### src/hw/rtl/rdq_pkg.sv
// ----------------------------------------------------------------------------
// rdq_pkg
// Shared types and codes of the random drop and delay queue.
// ----------------------------------------------------------------------------
package rdq_pkg;

    localparam int DUE_W   = 32;
    localparam int TAG_W   = 16;
    localparam int RANK_W  = 7;
    localparam int DRAW_W  = 20;
    localparam int CFG_W   = 20;
    localparam int CNT_W   = 32;
    localparam int FSET_W  = 64;
    localparam int CIDX_W  = 8;
    localparam int KIND_W  = 3;
    localparam int OP_W    = 2;
    localparam int PROD_W  = 2 * DRAW_W;
    localparam int QUO_W   = 21;
    localparam int REM_W   = 20;
    localparam logic [REM_W:0] MILLION = 21'd1000000;

    localparam logic [CFG_W-1:0] DROP_THR_RESET  = 20'd10000;
    localparam logic [CFG_W-1:0] MAX_DELAY_RESET = 20'd2000;

    localparam logic [CIDX_W-1:0] REG_DROP_THR  = 8'd0;
    localparam logic [CIDX_W-1:0] REG_MAX_DELAY = 8'd1;

    localparam logic [OP_W-1:0] OP_ARRIVE = 2'd0;
    localparam logic [OP_W-1:0] OP_TICK   = 2'd1;
    localparam logic [OP_W-1:0] OP_FAIL   = 2'd2;

    localparam logic [KIND_W-1:0] KIND_QUEUED    = 3'd0;
    localparam logic [KIND_W-1:0] KIND_DROPPED   = 3'd1;
    localparam logic [KIND_W-1:0] KIND_DELIVERED = 3'd2;
    localparam logic [KIND_W-1:0] KIND_DISCARDED = 3'd3;
    localparam logic [KIND_W-1:0] KIND_DONE      = 3'd4;
    localparam logic [KIND_W-1:0] KIND_OVERFLOW  = 3'd5;

    typedef struct packed {
        logic              valid;
        logic [DUE_W-1:0]  due;
        logic [TAG_W-1:0]  tag;
        logic [RANK_W-1:0] rank;
    } entry_t;

    typedef struct packed {
        logic insert;
        logic shift;
    } cell_cmd_t;

endpackage

### src/hw/rtl/rdq_delay_unit.sv
// ----------------------------------------------------------------------------
// rdq_delay_unit
// Delay = floor(draw * max_delay / 1e6): a registered multiply, a reciprocal
// estimate of the quotient, a registered remainder and a final correction.
// ----------------------------------------------------------------------------
module rdq_delay_unit
    import rdq_pkg::*;
(
    input  logic              clk,
    input  logic              rst_n,
    input  logic              start,
    input  logic [DRAW_W-1:0] draw,
    input  logic [CFG_W-1:0]  max_delay,
    output logic              done,
    output logic [QUO_W-1:0]  delay
);

    // floor(p / 1e6) = floor((p >> 6) / 15625); estimate it from p >> 19
    localparam int RCP_W = 20;
    localparam int EST_W = QUO_W + RCP_W;
    localparam int RES_W = 22;
    localparam logic [RCP_W-1:0] RECIP   = 20'd549755;   // floor(2^33 / 15625)
    localparam logic [RES_W-1:0] ONE_M   = 22'd1000000;
    localparam logic [RES_W-1:0] TWO_M   = 22'd2000000;
    localparam logic [RES_W-1:0] THREE_M = 22'd3000000;

    logic              mul_reg;
    logic              est_vld_reg;
    logic              rem_vld_reg;
    logic [PROD_W-1:0] prod_reg;
    logic [QUO_W-1:0]  est_reg;
    logic [RES_W-1:0]  rem_reg;
    logic [EST_W-1:0]  est_full;
    logic [PROD_W-1:0] est_back;
    logic [1:0]        fix;

    assign est_full = EST_W'(prod_reg[PROD_W-1:PROD_W-QUO_W]) * EST_W'(RECIP);
    assign est_back = PROD_W'(est_reg) * PROD_W'(MILLION);

    // the estimate never exceeds the quotient and falls short by at most three
    always_comb
    begin
        if (rem_reg >= THREE_M)
            fix = 2'd3;
        else if (rem_reg >= TWO_M)
            fix = 2'd2;
        else if (rem_reg >= ONE_M)
            fix = 2'd1;
        else
            fix = 2'd0;
    end

    always_ff @(posedge clk or negedge rst_n)
    begin
        if (!rst_n)
        begin
            mul_reg     <= 1'b0;
            est_vld_reg <= 1'b0;
            rem_vld_reg <= 1'b0;
        end
        else
        begin
            mul_reg     <= start;
            est_vld_reg <= mul_reg;
            rem_vld_reg <= est_vld_reg;
        end
    end

    always_ff @(posedge clk)
    begin
        if (start)
            prod_reg <= PROD_W'(draw) * PROD_W'(max_delay);
        if (mul_reg)
            est_reg <= est_full[EST_W-1:RCP_W];
        if (est_vld_reg)
            rem_reg <= RES_W'(prod_reg - est_back);
    end

    assign done  = rem_vld_reg;
    assign delay = est_reg + QUO_W'(fix);

endmodule

### config.mk
export PLATFORM = sky130hd
export DESIGN_NAME = rdq_delay_unit
export DESIGN_NICKNAME = d
export VERILOG_FILES = /design/src/hw/rtl/rdq_pkg.sv /design/src/hw/rtl/rdq_delay_unit.sv
export SDC_FILE = /design/constraint.sdc
export NUM_CORES = 2
export LEC_CHECK = 0
export ABC_AREA = 1
export ABC_CLOCK_PERIOD_IN_PS = 7100
export BUFFER_PORTS_ARGS = -buffer_cell sky130_fd_sc_hd__buf_4
export CAP_MARGIN = 20
export CORE_MARGIN = 3
export CORE_UTILIZATION = 65
export DETAILED_ROUTE_END_ITERATION = 10
export PLACE_DENSITY = 0.79
export RECOVER_POWER = 25
export SYNTH_ARGS = -nofsm -noshare
export SYNTH_HDL_FRONTEND = slang
export SYNTH_SLANG_ARGS = --single-unit
### constraint.sdc
create_clock -name clk -period 7.1 [get_ports clk]
set_input_delay 1.065 -clock clk [delete_from_list [all_inputs] [get_ports clk]]
set_output_delay 1.065 -clock clk [all_outputs]
set_load 0.005 [all_outputs]
* Word-level counts from Yosys, hierarchy flattened
Index checks and enable logic that the tools add are counted.
** Word-level totals
- Bits in registers :: 86
- Output and inout port bits :: 22
- Word-level logic and storage cells :: 17
** Operators by class
- Add/sub/neg operators :: 2
- Multipliers :: 3
- $lt $le $gt $ge :: 3
- Multiplexer cells :: 3
** Operator list (count)
- $mul 21x20->41 const B :: 1
- $mul 20x20->40 :: 1
- $ge 22x20->1 const B :: 1
- $ge 22x21->1 const B :: 1
- $ge 22x22->1 const B :: 1
- $sub 22x22->22 :: 1
- $add 21x2->21 :: 1
- $mul 21x14->16 const B :: 1
- $mux 2 :: 2
- $mux 1 :: 1

* Longest topological paths before layout
- Depth in word-level cells :: 5
- Depth in mapped cells :: 29
- Depth with buffers taken out :: 28

* Worst setup path after synthesis
OpenSTA, ideal clock, no wires.
- Path type :: input-to-reg
- Start :: input port max_delay[3]
- End :: register prod_reg[32], data pin
- Arrival time :: 6.251 ns
- Slack :: 0.596 ns
- Cell stages on the path :: 26
- Path buffers :: 1
- Cell sequence :: clkbuf_1 nand2_1 inv_1 fa_1 fa_1 inv_1 fa_1 inv_1 fa_1 inv_1 fa_1 inv_1 fa_1 inv_1 fa_1 inv_1 ha_1 nand2_1 nor2_1 inv_1 nor3_1 nand2_1 o211ai_1 nand2_1 nand3_1 nand2_1
** Between the ends
- Cells in the longest elaborated chain, start to end :: 1
** RTL lines
- start: declaration :: line rdq_delay_unit.sv:13 : input logic [CFG_W-1:0] max_delay,
- $mul 20x20->40 :: line rdq_delay_unit.sv:72 : prod_reg <= PROD_W'(draw) * PROD_W'(max_delay);
- end signal: assignment :: line rdq_delay_unit.sv:72
- end: declaration :: line rdq_delay_unit.sv:30 : logic [PROD_W-1:0] prod_reg;
Every way passes these cells.
A chain may end at the register's enable or synchronous reset.

* Worst setup path in the final report
- Start :: input port draw[11]
- End :: register prod_reg[31], data pin
** Between the ends
- Cells in the longest elaborated chain, start to end :: 1
** RTL lines
- start: declaration :: line rdq_delay_unit.sv:12 : input logic [DRAW_W-1:0] draw,
- $mul 20x20->40 :: line rdq_delay_unit.sv:72
Every way passes these cells.

==> metrics.md <==
| Metric | Value |
|---|---|
| Outcome | finished with violations |
| Failing checks | max-capacitance violations, max-slew violations |
| CP max stage delay | roughly 0.57 ns |
| Layout cell share with drive strength beyond 1 | 3.09% |
| # DRC | 0 |
| Nets | between 4000 and 5000 |
| TritonCTS clock tree | done |
| Min Clock Period, post-route | ~6.5 ns |
| Achievable frequency | between 150 and 200 MHz |
| Fin crit share | ~90% |
| Postcts setup bufs | 0 |
| Area leader, netlist | fa_1 |
| Clock root cell | clkbuf_16 |
| Yosys warns | 0 |
| IO Port Bufs | 64 |
| Global-route wire length before repair | 112000 µm |
| DP Worst Slack | about 0.26 ns |
| Met1 GRT Util | slightly above 40% |
| Die footprint | about 0.045 mm² |
| Post-Synthesis Cells | around 3600 |
| Worst Path Arrival | 6.61 ns |
| Iter 0 DRT Violations | between 1500 and 2000 |
| Post-synth EDFFs | between 70 and 80 |
| TritonCTS Sinks | 74 |
| Synth unique cells | 38 |
| Required @ worst endpoint | around 7.2 ns |
| Initial core utilization | 65.9% |
| Synth-to-Final Area Change | 4.48% |
| CP Launch Type | input port |
| Final wirelength | around 67000 µm |
| Vias | approximately 22000 |
| Core area | ~0.042 mm² |
| Layer with the highest usage | met2 |
| Clock latency on the worst-skew pair | between 0.3 and 0.4 ns |
| Setup tns final | 0 ns |
| Final setup violation count | 0 |
| MaxCap Viol Count | 1 |
| DR pass1 iterations | 6 |
| Synth Flop Type | edfxtp_1 |
| Per-cell routed wire length | about 16 µm |
| H-tree Lvls | 3 |
| Reg2reg setup slack | between 0.9 and 1 ns |
| Seq/Total Area, Yosys | 7.96% |
| Worst Skew | 0.00798 ns |
| Buf/Inv on CP | 6 |
| FILL cells | 3555 |
| Worst Tran Pin Value | around 1.9 ns |
| Final HPWL DP | about 58000 µm |
| Slew Viols, Final | 36 |
| Top delay family on crit path | adder cells |
| Syn_area_per_cell | 7.75 µm² |
| HP Class | in2async |
| Clk pin slew, worst setup/hold paths | 0.06 ns |
| Chip Width | ~210 µm |
| Worst setup EP type | register |
| Largest net degree at the start of global routing | 36 |
| Synth area leaders | fa_1 35%, ha_1 17%, inv_1 15% |
| Synth async-reset ratio | 4.05% |
| Number of flip-flops under the largest register name | 34 |
| GP Congestion | roughly 1 |
| Fin. Hold Viols | 0 |
| Final Cell Area | 0.0290 mm² |
| Routed Antenna Nets | 0 |
| Worst Path Class, Setup | in2reg |
| Syn Nets | between 4000 and 5000 |
| # rows | 75 |
| Grt met2 use | a little over half |
| Chip height | 212 µm |
| Vias per cell | roughly 5.3 |
| Io pins | between 60 and 70 |
| GRT overflow | 0 |
| Max Fanout on Critical Path | 20 |
| Total track usage | a little under a third |
| RSZ-0062 raised after global routing | no |
| Setup ws final | between 0.5 and 0.6 ns |
| Slew HR | -27.4% |
| ANT cells | 0 |
| Vias in the first global route | between 20000 and 25000 |
| Synth top area share | roughly 35% |
| Area post-placement | 0.0286 mm² |
| CTS Buffer Depth | 2 |
| Yosys reg bits | 74 |
| Mapped cell area | 0.0277 mm² |
| Critical Path, Cell by Cell | buf_4 > nand2_1 > inv_1 > fa_1 > inv_1 > fa_1 > fa_1 > inv_1 > fa_1 > fa_1 > fa_1 > inv_1 > fa_1 > inv_1 > ha_1 > nand2_1 > o21ai_0 > a21oi_1 > nor2_1 > nor2_1 > nand3_1 > nand2_1 |
| Cts repair resizes | 0 |
| GR Util met3 | 3.33% |
| Initial antenna violation count | 0 |
| Crit-path slowest cell | fa_1 |
| CTS buffer count | 9 |
| Worst path most repeated cell | fa_1 |
| Hold_buf cts | 0 |
layer usage:
| layer | share of wire [%] | vias up |
|---|---|---|
| li1 | - | 10498 |
| met1 | 42 | 10394 |
| met2 | 48 | 745 |
| met3 | 5.9 | 169 |
| met4 | 4.0 | 0 |
| met5 | 0 | - |
cells in the final DEF (no fill, tap or decap), types with 4 or more instances in the layout:
cell	count
nand4_1	23
buf_4	72
edfxtp_1	71
o21ai_0	69
xor2_1	60
clkbuf_16	9
nor2_1	180
a21o_1	13
nand3_1	90
nand3b_1	4
o21a_1	5
nand2_1	833
nor2_2	4
nor3_1	25
o211ai_1	4
nand2_2	5
xnor2_1	8
a21oi_1	111
ha_1	380
o21bai_1	10
inv_1	1079
a21boi_0	5
fa_1	490
cells in the mapped netlist, drive strengths merged, types with 3 or more instances:
master / number
dfrtp: 3
o211ai: 5
clkbuf: 80
nand3b: 4
o21a: 5
o21bai: 10
ha: 380
nand3: 92
nor2: 187
nand2: 838
xnor2: 9
a21o: 13
fa: 490
xor2: 60
a21boi: 5
edfxtp: 71
o21ai: 70
nor3: 27
nand4: 23
or2: 3
a31oi: 3
inv: 1082
a21oi: 111
worst register-to-register path: cells and delay by family (launching register included):
kind | cells | cell delay [ns]
buf+inv | 6 | 0.34
simple gates | 5 | 0.39
flops | 1 | 0.61
compound gates | 3 | 0.81
fa+ha+maj | 8 | 3.79
layout make-up:
cell class	count	area [µm²]	share of cell area (%)
multi-input cells	2341	21100	73.0
inverters	1082	4060	14.0
flip-flops and latches	74	2210	7.62
well taps	539	674	2.33
repair buffers	74	548	1.89
clock buffers	11	243	0.838
clock inverters	5	77.6	0.268
stage by stage:
stage / utilization [%] / std cells / hold slack (ns)
after floorplan: - / 3577 / 0.676
after global placement: 68.1 / 4110 / 0.711
after detailed placement: 68.1 / 4110 / 0.730
after CTS: 68.9 / 4126 / 0.500
after global routing: 68.9 / 4126 / 0.535
final: 68.9 / 4126 / 0.534
final timing paths:
path / start / end / depth (start not counted)
worst max-delay path: draw[11] / prod_reg[31] / 22
worst min-delay path: rst_n / est_vld_reg / 1
worst max register to register: prod_reg[35] / est_reg[20] / 22
worst min register to register: prod_reg[6] / rem_reg[6] / 3
max in group asynchronous: rst_n / done / 1
min in group clk: prod_reg[6] / rem_reg[6] / 3
cells by family after synthesis:
| family | after synthesis | share of synthesized area, % |
|---|---|---|
| AO/OA/AOI/OAI | 224 | 4.44 |
| buffers and inverters | 1162 | 15.7 |
| adder cells (fa/ha/maj) | 870 | 52.6 |
| XOR/XNOR | 69 | 2.21 |
| AND/OR/NAND/NOR | 1178 | 17.1 |
| flip-flops | 74 | 7.96 |
Power is not shown: default switching activity piles up to over one toggle a cycle in this logic, so the estimate is an artifact.
