**config.mk**
```make
export PLATFORM = sky130hd
export DESIGN_NAME = rdq_cell
export DESIGN_NICKNAME = d
export VERILOG_FILES = /design/src/hw/rtl/rdq_pkg.sv /design/src/hw/rtl/rdq_cell.sv
export SDC_FILE = /design/constraint.sdc
export NUM_CORES = 1
export LEC_CHECK = 0
export BUFFER_PORTS_ARGS = -buffer_cell sky130_fd_sc_hd__buf_2
export CORE_ASPECT_RATIO = 1.2
export CORE_UTILIZATION = 25
export CTS_CLUSTER_SIZE = 25
export DETAILED_ROUTE_END_ITERATION = 16
export GPL_ROUTABILITY_DRIVEN = 1
export PLACE_DENSITY = 0.62
export SLEW_MARGIN = 20
export SYNTH_ARGS = -nofsm -noshare
export SYNTH_HDL_FRONTEND = slang
export SYNTH_SLANG_ARGS = --single-unit
```
**constraint.sdc**
```tcl
create_clock -name clk -period 3.6 [get_ports clk]
set_input_delay 0.54 -clock clk [delete_from_list [all_inputs] [get_ports clk]]
set_output_delay 0.54 -clock clk [all_outputs]
set_load 0.1 [all_outputs]
```
**src/hw/rtl/rdq_pkg.sv**
```systemverilog
// ----------------------------------------------------------------------------
// rdq_pkg
// Shared types and codes of the random drop and delay queue.
// ----------------------------------------------------------------------------
package rdq_pkg;

    localparam int DUE_W   = 32;
    localparam int TAG_W   = 16;
    localparam int RANK_W  = 7;
    localparam int DRAW_W  = 20;
    localparam int CFG_W   = 20;
    localparam int CNT_W   = 32;
    localparam int FSET_W  = 64;
    localparam int CIDX_W  = 8;
    localparam int KIND_W  = 3;
    localparam int OP_W    = 2;
    localparam int PROD_W  = 2 * DRAW_W;
    localparam int QUO_W   = 21;
    localparam int REM_W   = 20;
    localparam logic [REM_W:0] MILLION = 21'd1000000;

    localparam logic [CFG_W-1:0] DROP_THR_RESET  = 20'd10000;
    localparam logic [CFG_W-1:0] MAX_DELAY_RESET = 20'd2000;

    localparam logic [CIDX_W-1:0] REG_DROP_THR  = 8'd0;
    localparam logic [CIDX_W-1:0] REG_MAX_DELAY = 8'd1;

    localparam logic [OP_W-1:0] OP_ARRIVE = 2'd0;
    localparam logic [OP_W-1:0] OP_TICK   = 2'd1;
    localparam logic [OP_W-1:0] OP_FAIL   = 2'd2;

    localparam logic [KIND_W-1:0] KIND_QUEUED    = 3'd0;
    localparam logic [KIND_W-1:0] KIND_DROPPED   = 3'd1;
    localparam logic [KIND_W-1:0] KIND_DELIVERED = 3'd2;
    localparam logic [KIND_W-1:0] KIND_DISCARDED = 3'd3;
    localparam logic [KIND_W-1:0] KIND_DONE      = 3'd4;
    localparam logic [KIND_W-1:0] KIND_OVERFLOW  = 3'd5;

    typedef struct packed {
        logic              valid;
        logic [DUE_W-1:0]  due;
        logic [TAG_W-1:0]  tag;
        logic [RANK_W-1:0] rank;
    } entry_t;

    typedef struct packed {
        logic insert;
        logic shift;
    } cell_cmd_t;

endpackage

```
**src/hw/rtl/rdq_cell.sv**
```systemverilog
// ----------------------------------------------------------------------------
// rdq_cell
// One slot of the sorted queue; takes the new entry, its left or right
// neighbour, or holds.
// ----------------------------------------------------------------------------
module rdq_cell
    import rdq_pkg::*;
(
    input  logic      clk,
    input  logic      rst_n,
    input  cell_cmd_t cmd,
    input  entry_t    new_entry,
    input  entry_t    prev_entry,
    input  logic      prev_gt,
    input  entry_t    next_entry,
    output entry_t    cur,
    output logic      gt
);

    logic   valid_reg;
    logic   valid_next;
    entry_t data_reg;
    entry_t data_next;

    // later than the new entry, or empty: the new entry goes at or before here
    assign gt = !valid_reg || (data_reg.due > new_entry.due);

    always_comb
    begin
        data_next  = data_reg;
        valid_next = valid_reg;
        if (cmd.shift)
        begin
            data_next  = next_entry;
            valid_next = next_entry.valid;
        end
        else if (cmd.insert && gt)
        begin
            data_next  = prev_gt ? prev_entry : new_entry;
            valid_next = prev_gt ? prev_entry.valid : 1'b1;
        end
    end

    always_ff @(posedge clk or negedge rst_n)
    begin
        if (!rst_n)
            valid_reg <= 1'b0;
        else
            valid_reg <= valid_next;
    end

    always_ff @(posedge clk)
    begin
        data_reg <= data_next;
    end

    always_comb
    begin
        cur       = data_reg;
        cur.valid = valid_reg;
    end

endmodule

```
# ---- Word-level counts from Yosys, hierarchy flattened
# Cells that the tools add are included.
dict set report op_classes {
  n_lt_le_gt_ge 1
  muxes 6
  reduce_logical 4
}
# operator n
set ops {}
lappend ops {{$mux 55} 3}
lappend ops {{$gt 32x32->1} 1}
lappend ops {{$mux 1} 3}
lappend ops {{$reduce_bool 2->1} 1}
lappend ops {{$logic_and 1x1->1} 1}
lappend ops {{$logic_not 1->1} 1}
lappend ops {{$logic_or 1x1->1} 1}
dict set report word_totals {
  reg_bits 56
  in_bits 173
  out_inout_bits 57
  word_cells 15
}

# ---- Depth between registers and ports, before layout
# Gate-level depths: netlist of the first run.
dict set report logic_depth {
  ltp_word 5
  ltp_mapped 8
  mapped_depth_nobuf 8
}

# ---- Worst setup path before layout of the first run
# OpenSTA, ideal clock, no wires.
dict set report synth_timing {
  path_kind {register -> output}
  startpoint {reg data_reg (netlist bit cur[54])}
  endpoint {out gt}
  arrival_ns 4.390
  t_required_ns 3.060
  slack_ns -1.330
  stages_incl_launch_ff 8
  n_path_buf 0
  path_cell_list {edfxtp_1 > ha_1 > nand4_1 > nor3_1 > a22oi_2 > or4b_4 > and4b_1 > o31ai_1}
}
dict set report synth_between {
  elab_chain_len 2
}
# item line
set synth_lines {}
lappend synth_lines {{from (decl)} rdq_cell.sv:22} ;# entry_t data_reg;
lappend synth_lines {{from (signal assigned)} rdq_cell.sv:54} ;# data_reg <= data_next;
lappend synth_lines {{$gt 32x32->1} rdq_cell.sv:26} ;# assign gt = !valid_reg || (data_reg.due > new_entry.due);
lappend synth_lines {{$logic_or 1x1->1} rdq_cell.sv:26}
lappend synth_lines {{to (decl)} rdq_cell.sv:17} ;# output logic gt
# No other way between the ends.

# ---- Final worst setup path of the first run
dict set report layout_timing {
  startpoint {reg data_reg (netlist bit cur[41])}
  endpoint {out gt}
}
# The elaborated chain is that of the path after synthesis.

==> results of run 1 <==
-- critical path: cells and delay by family, from the launching register on --
family,cells,cell delay [ns]
and+or+nand+nor,2,0.88
DFF,1,0.41
AOI/OAI and AO/OA,4,0.56
adders and majority gates,1,0.33
buffers and inverters,1,0.18
-- how the worst min path moves through the flow --
stage	to	slack, ns	depth (start not counted)
2_1_floorplan	valid_reg	0.24	0
3_3_place_gp	valid_reg	0.31	1
5_1_grt	cur[30]	0.52	3
6_report	cur[9]	0.51	3
4_1_cts	cur[24]	0.51	3
3_5_place_dp	valid_reg	0.32	1
-- routing by layer --
| metal | up-vias | global-route usage | wire [um] |
|---|---|---|---|
| met5 | - | 0 | 0 |
| met2 | 144 | 0.240 | 4980 |
| met1 | 1513 | 0.151 | 4070 |
| li1 | 1770 | - | - |
| met4 | 0 | 0.0556 | 286 |
| met3 | 19 | 0.0313 | 729 |
-- where the power goes --
part / switching, W / internal [W]
logic: 0.000829 / 0.000243
clock network: 0.000234 / 0.000260
registers: 0.0000317 / 0.000818
-- what timing repair did --
action	in CTS	in global routing
hold buffers	1	0
gates resized for setup	0	0
setup buffers	0	0
endpoints found under the hold margin	1	0
endpoints found under the setup margin	0	0
-- layout by cell type, fill, tap and decap left out, drive strengths merged, types with 2 or more instances in the layout --
cell / instances
a21oi: 13
buf: 232
mux2i: 55
nor4: 2
nor2: 8
inv: 36
nand4: 6
nand3: 2
o22ai: 2
o21ai: 62
edfxtp: 55
clkbuf: 6
ha: 32
nand2: 65
-- metrics by stage --
stage               area (um2)  std cells
floorplan                 3720        372
global placement          5050        760
detailed placement        5050        760
CTS                       5200        769
global route              5200        769
finish                    5200        769
-- logic make-up (layout without fill, tap and decap cells) --
logic type,Yosys count,count (layout)
fa+ha+maj,32,32
compound gates,85,85
simple gates,89,89
flops,56,56
buf+inv,55,277
mux,55,55
-- area by class of cell --
cell class	count	share of cell area
clock buffers	6	0.0248
repair buffers	233	0.231
clock inverters	2	0.00313
inverters	36	0.0260
flip-flops and latches	56	0.322
multi-input cells	261	0.351
well taps	175	0.0421
==> flow_summary.json, run 1 <==
{
  "core_area_mm2": 0.0144,
  "reg2reg_depth": 8,
  "r2r-start": "cur[41]",
  "initial_utilization": 0.257,
  "vias": 3446,
  "grt_max_degree": 69,
  "yosysMostFrequentCell": "nand2_1",
  "finalHoldViolCount": 0,
  "clock_path_buffers": 2,
  "synth-main-ff-cell": "edfxtp_1",
  "ios": 230,
  "clock_sinks": 56,
  "criticalPathCategory": "register to output port",
  "min_period_over_period": 0.890,
  "areaGrowthSynthToFinish_pct": 40.5,
  "yosysUniqueCellTypes": 31,
  "synth_seq_area_share": 0.453,
  "cp-startpoint": "cur[41]",
  "endpoint": "gt",
  "fin_util": 0.361,
  "largest_reg_flops": 55,
  "finalWeightedCongestion": 0.752,
  "multi_input_comb_area_mm2": 0.00182,
  "dpl.hpwl_um": 8060,
  "worst_slew_pin_slew_ns": 0.966,
  "seqCellArea_mm2": 0.00168,
  "synth_edf_count": 55,
  "avgRoutedWirePerCell_um": 13.1,
  "finalMaxSlewViolations": 0,
  "fin_nets": 798,
  "grt.overflow.total": 0,
  "ys_async_sr_fraction": 0.0179,
  "grt_pass1_vias": 3399,
  "status": "finished, final reports clean",
  "yosys-top-cells-count": "nand2_1, o21ai_0, edfxtp_1, mux2i_1, inv_1",
  "numCtsBuffers": 5,
  "h-tree-depth": 2,
  "max-slew-margin-rel": 0.356,
  "rrSetupSlack_ns": 0.83,
  "rsz0062_at_grt": "false",
  "synth_seq_cells": 56,
  "ir_worst_vdd_uv": 209,
  "synth.area.mux_share": 0.149,
  "synthXorXnorAreaFrac": 0,
  "antenna_found_initial": 0,
  "power_w": 0.00242,
  "hold_ws_ns": 0.515,
  "synth-compound-area-share": 0.127,
  "cp-end-kind": "output port",
  "path_cells": "ha_1 -> a41oi_2 -> o21ai_1 -> a22oi_2 -> or4b_4 -> and4b_1 -> o31ai_2 -> buf_12",
  "worstSetupStartpointType": "register",
  "cts_tree": "built",
  "drtPass1Iterations": 4,
  "viasPerCell": 4.48,
  "antenna_cells": 0,
  "p_leak_nw": 2.64,
  "syn-num-nets": 577,
  "synth_area_per_cell_um2": 9.95,
  "fillers": 1541,
  "path_max_fanout": 5,
  "cpPeakStageDelay_ns": 0.52,
  "rows": 48,
  "finalSetupViolCount": 0,
  "powerDensity_mw_per_mm2": 465,
  "grt_util_all_layers": 0.133,
  "syn_area_mm2": 0.00370,
  "layout_setup_ws_ns": 0.395,
  "crit_required_ns": 3.06,
  "fmax_mhz": 312,
  "hold_start": "next_entry[9]",
  "postRouteAntennaNets": 0,
  "rr_endpoint": "cur[28]",
  "clkTransAtPathRegs_ns": 0.08,
  "io_buffers": 228,
  "min_path_type": "input pin to register",
  "die-area_mm2": 0.0153,
  "crit_arrival_ns": 2.66,
  "synth_top_cell_area_share": 0.446,
  "drt_iter0_drc": 63,
  "synth_top_family_by_area": "multiplexers",
  "insertion_delay_ns": 0.30,
  "grt_pass1_wl_um": 15900,
  "yosys_warnings": 0,
  "period_needed_ns": 3.20,
  "clock-root-buffer": "clkbuf_16",
  "synthCells": 372,
  "skew_ns": 0.0108,
  "cap_violations": 0,
  "die_w_um": 113,
  "finalSetupTns_ns": 0,
  "drive_above_1_share": 0.411,
  "ys_top_cells_by_area": "edfxtp_1, mux2i_1, ha_1",
  "synth.largest_area_cell": "edfxtp_1",
  "drc": 0,
  "fp.dieH_um": 135,
  "slowest_stage": "or4b_4",
  "post-place-ws_ns": 0.423,
  "synth_fa_ha_area_frac": 0.108,
  "routed_wl_um": 10100,
  "yosys.area_share.simple": 0.104
}
(Power assumes the default switching activity.)
==> inputs of run 2 (changes only) <==
--- a/config.mk
+++ b/config.mk
@@ -6,12 +6,14 @@
 export NUM_CORES = 1
 export LEC_CHECK = 0
 export BUFFER_PORTS_ARGS = -buffer_cell sky130_fd_sc_hd__buf_2
+export CELL_PAD_IN_SITES_DETAIL_PLACEMENT = 1
+export CELL_PAD_IN_SITES_GLOBAL_PLACEMENT = 2
 export CORE_ASPECT_RATIO = 1.2
-export CORE_UTILIZATION = 25
+export CORE_UTILIZATION = 22
 export CTS_CLUSTER_SIZE = 25
 export DETAILED_ROUTE_END_ITERATION = 16
 export GPL_ROUTABILITY_DRIVEN = 1
-export PLACE_DENSITY = 0.62
+export PLACE_DENSITY = 0.87
 export SLEW_MARGIN = 20
 export SYNTH_ARGS = -nofsm -noshare
 export SYNTH_HDL_FRONTEND = slang
==> flow_summary.json, run 2 (same netlist as run 1, synthesis figures left out) <==
{
  "status": "finished, final reports clean",
  "cap_violations": 0,
  "layout_commonest_cell": "buf_2",
  "final_cell_count_no_fill": 808,
  "top_layer": "met4",
  "fin_nets": 800,
  "p_leak_nw": 2.67,
  "drc": 0,
  "io_buffers": 228,
  "powerDensity_mw_per_mm2": 475,
  "fp.dieH_um": 144,
  "place_inst": 799,
  "fmax_mhz": 310,
  "finish.instance_area_mm2": 0.00530,
  "clock-root-buffer": "clkbuf_16",
  "skew_ns": 0.0109,
  "post_cts_buffers": 0,
  "drt_iter0_drc": 50,
  "period_needed_ns": 3.22,
  "worst_slew_pin_slew_ns": 0.769,
  "numCtsBuffers": 5,
  "core_area_mm2": 0.0163,
  "min_period_over_period": 0.895,
  "avgRoutedWirePerCell_um": 15.4,
  "rsz0062_at_grt": "false",
  "grt_pass1_vias": 3925,
  "insertion_delay_ns": 0.30,
  "ctsResizeCount": 0,
  "met3_wirelength_um": 709,
  "drive_above_1_share": 0.413,
  "viasPerCell": 4.47,
  "min_path_type": "input pin to register",
  "postRouteAntennaNets": 0,
  "grt_util_all_layers": 0.140,
  "wl_met2_um": 6960,
  "areaGrowthSynthToFinish_pct": 43.1,
  "grt_pass1_wl_um": 19000,
  "wl_met1_um": 4590,
  "antenna_found_initial": 0,
  "finalHoldViolCount": 0,
  "h-tree-depth": 2,
  "routed_wl_um": 12400,
  "cp-end-kind": "output port",
  "finalMaxSlewViolations": 0,
  "max-slew-margin-rel": 0.487,
  "worstSetupStartpointType": "register",
  "clock_sinks": 56,
  "placed_area_mm2": 0.00512,
  "clkTransAtPathRegs_ns": 0.08,
  "clock_path_buffers": 2,
  "largest_reg_flops": 55,
  "die_w_um": 120,
  "finalSetupViolCount": 0,
  "layout_common_cells": "buf_2, nand2_1, o21ai_0",
  "crit_required_ns": 3.06,
  "die-area_mm2": 0.0173,
  "finalWeightedCongestion": 0.757,
  "crit_arrival_ns": 2.68,
  "power_w": 0.00252,
  "vias": 3613,
  "drtPass1Iterations": 3,
  "path_max_fanout": 5,
  "layout_setup_ws_ns": 0.379,
  "cts_tree": "built",
  "grt.overflow.total": 0,
  "initial_utilization": 0.227,
  "rows": 51,
  "post-place-ws_ns": 0.406,
  "ios": 230,
  "dpl.hpwl_um": 10100,
  "ctsHoldBuffers": 1,
  "antenna_cells": 0,
  "ir_worst_vdd_uv": 194,
  "grt_max_degree": 51,
  "criticalPathCategory": "register to output port"
}
[run 2: power breakdown]
group          switching, W  leakage (nW)  total (W)  internal, W
logic              0.000842          2.02    0.00109     0.000248
registers         0.0000357         0.568   0.000854     0.000819
clock network      0.000244        0.0814   0.000573     0.000328
[run 2: worst paths after layout]
check                                     from         to  slack [ns]  cells after the start
min in group asynchronous                rst_n  valid_reg        0.56                      2
worst min register to register       valid_reg  valid_reg        0.70                      2
max in group asynchronous                rst_n  valid_reg        2.95                      2
worst max register to register         cur[46]    cur[42]        0.73                      8
worst max-delay path                   cur[46]         gt        0.38                      8
worst min-delay path            next_entry[14]    cur[14]        0.52                      3
[run 2: metal layers]
layer / vias to the layer above / global-route usage
met5: - / 0
met4: 0 / 0.0448
met3: 10 / 0.0276
met2: 124 / 0.283
met1: 1700 / 0.141
li1: 1779 / -
[run 2: per-stage QoR]
stage           util  TNS [ns]  hold slack (ns)
3_5_place_dp   0.313         0            0.318
5_1_grt        0.324         0            0.522
6_report       0.324         0            0.518
2_1_floorplan      -    -0.499            0.244
3_3_place_gp   0.313         0            0.317
4_1_cts        0.324         0            0.507
[run 2: area by class of cell]
type                            instances  area (um2)
Fill cell                            1992       11000
Multi-Input combinational cell        261        1820
Sequential cell                        56        1680
Timing Repair Buffer                  235        1230
Tap cell                              212         265
Inverter                               36         135
Clock buffer                            5         125
Clock inverter                          3        42.5
[run 2: critical path: stages (launching register included)]
cell and delay [ns]:
edfxtp_1 0.42, ha_1 0.33, a21oi_1 0.16, o21ai_1 0.10, a22oi_2 0.18, or4b_4 0.52
and4b_1 0.36, o31ai_2 0.12, buf_12 0.18
==> inputs of run 3 (changes only) <==
==> constraint.sdc (replaced) <==
create_clock -name clk -period 3.6 [get_ports clk]
set_input_delay 0.18 -clock clk [delete_from_list [all_inputs] [get_ports clk]]
set_output_delay 0.18 -clock clk [all_outputs]
set_load 0.1 [all_outputs]
==> flow_summary.json, run 3 (same netlist as run 1, synthesis figures left out) <==
{
  "status": "finished, final reports clean",
  "rows": 51,
  "post-place-ws_ns": 0.387,
  "layout_setup_ws_ns": 0.501,
  "avgRoutedWirePerCell_um": 15.5,
  "rrSetupSlack_ns": 0.50,
  "min_period_over_period": 0.861,
  "max-slew-margin-rel": 0.344,
  "cpPeakStageDelay_ns": 0.67,
  "period_needed_ns": 3.10,
  "met2_usage": 0.286,
  "clkTransAtPathRegs_ns": 0.07,
  "antenna_cells": 0,
  "dpl.hpwl_um": 9950,
  "grt.overflow.total": 0,
  "skew_ns": 0.00667,
  "gr-usage-met1": 0.142,
  "largest_reg_flops": 55,
  "path_cells": "ha_1 -> nand4_1 -> nor2_1 -> a22oi_2 -> or4b_4 -> and4b_1 -> o221ai_4 -> buf_4",
  "finalHoldViolCount": 0,
  "fp.dieH_um": 144,
  "postRouteAntennaNets": 0,
  "path_max_fanout": 53,
  "drive_above_1_share": 0.409,
  "grt_pass1_vias": 4011,
  "crit_arrival_ns": 3.03,
  "worstSetupStartpointType": "register",
  "die_w_um": 120,
  "powerDensity_mw_per_mm2": 487,
  "p_leak_nw": 2.64,
  "fillers": 1985,
  "crit_required_ns": 3.53,
  "ir_worst_vdd_uv": 152,
  "clock_path_buffers": 2,
  "drtPass1Iterations": 4,
  "fmax_mhz": 323,
  "h-tree-depth": 2,
  "cap_violations": 0,
  "use_met3": 0.0237,
  "hold_ws_ns": 0.161,
  "multi_input_comb_area_mm2": 0.00182,
  "core_area_mm2": 0.0163,
  "finalMaxSlewViolations": 0,
  "clock-root-buffer": "clkbuf_16",
  "min_to": "cur[52]",
  "initial_utilization": 0.227,
  "min_path_type": "input pin to register",
  "rr_endpoint": "cur[38]",
  "cp-end-kind": "register",
  "insertion_delay_ns": 0.29,
  "io_buffers": 228,
  "grt_util_all_layers": 0.140,
  "slowest_stage": "buf_4",
  "grt_busiest_layer": "met2",
  "finalWeightedCongestion": 0.763,
  "finalSetupViolCount": 0,
  "drc": 0,
  "numCtsBuffers": 5,
  "layout_common_cells": "buf_2, nand2_1, o21ai_0",
  "r2r-start": "cur[53]",
  "grt_max_degree": 63,
  "worst_slew_pin_slew_ns": 0.984,
  "rsz0062_at_grt": "false",
  "areaGrowthSynthToFinish_pct": 42.1,
  "antenna_found_initial": 0,
  "vias": 3589,
  "post_cts_buffers": 0,
  "viasPerCell": 4.47,
  "die-area_mm2": 0.0173,
  "holdPathStages": 3,
  "cts_tree": "built",
  "grt_pass1_wl_um": 19100,
  "layout_commonest_cell": "buf_2",
  "reg2reg_depth": 8,
  "hold_start": "next_entry[52]",
  "fin_nets": 796,
  "ios": 230,
  "clock_sinks": 56,
  "routed_wl_um": 12500,
  "drt_iter0_drc": 54,
  "ctsResizeCount": 0,
  "criticalPathCategory": "register to register",
  "seqCellArea_mm2": 0.00168
}
-- run 3: cell types whose count changed in the layout (fill, tap and decap cells not counted), sizes merged --
cell,before,now
bufinv,1,2
buf,234,230
clkinv,2,0
-- run 3: layout make-up --
cell class,count,area share
tap,212,0.0505
clock inverter,2,0.0114
clock buffer,5,0.0238
inverter,36,0.0257
sequential,56,0.319
multi-input combinational,261,0.347
timing repair buffer,231,0.223
-- run 3: stage by stage --
stage                util  std cells  instance area (um2)  total power [W]  setup TNS (ns)
floorplan               -        372                 3720          0.00169          -0.139
global placement    0.310        795                 5060          0.00193               0
detailed placement  0.310        795                 5060          0.00196               0
CTS                 0.322        803                 5260          0.00261               0
global route        0.322        803                 5260          0.00268               0
finish              0.322        803                 5260          0.00256               0
-- run 3: repair_timing --
action | CTS | global route
endpoints found under the hold margin | 1 | 0
hold buffers | 1 | 0
endpoints found under the setup margin | 0 | 0
-- run 3: worst max path at each step --
stage                          to     from  slack (ns)
after floorplan                gt  cur[54]       -0.14
after CTS                 cur[39]  cur[52]        0.35
after global placement    cur[44]  cur[53]        0.49
after global routing      cur[42]  cur[37]        0.18
final                     cur[38]  cur[53]        0.50
after detailed placement  cur[39]  cur[52]        0.39
-- run 3: metal layers --
| metal | wire [um] | vias to the layer above |
|---|---|---|
| met5 | 0 | - |
| met4 | 177 | 0 |
| met3 | 705 | 12 |
| met2 | 7030 | 124 |
| met1 | 4540 | 1685 |
| li1 | - | 1768 |
-- run 3: critical path, delay by kind of cell (launching register included) --
kind | cells | cell delay, ns
AO/OA/AOI/OAI | 2 | 0.36
AND/OR/NAND/NOR | 4 | 0.95
adder cells (fa/ha/maj) | 1 | 0.31
buffers and inverters | 1 | 0.67
flip-flops | 1 | 0.41
-- run 3: power breakdown --
group	internal, W	switching, W	total [W]	leakage (nW)
Clock	0.000396	0.000233	0.000629	0.0899
Combinational	0.000235	0.000842	0.00108	1.99
Sequential	0.000820	0.0000349	0.000855	0.568
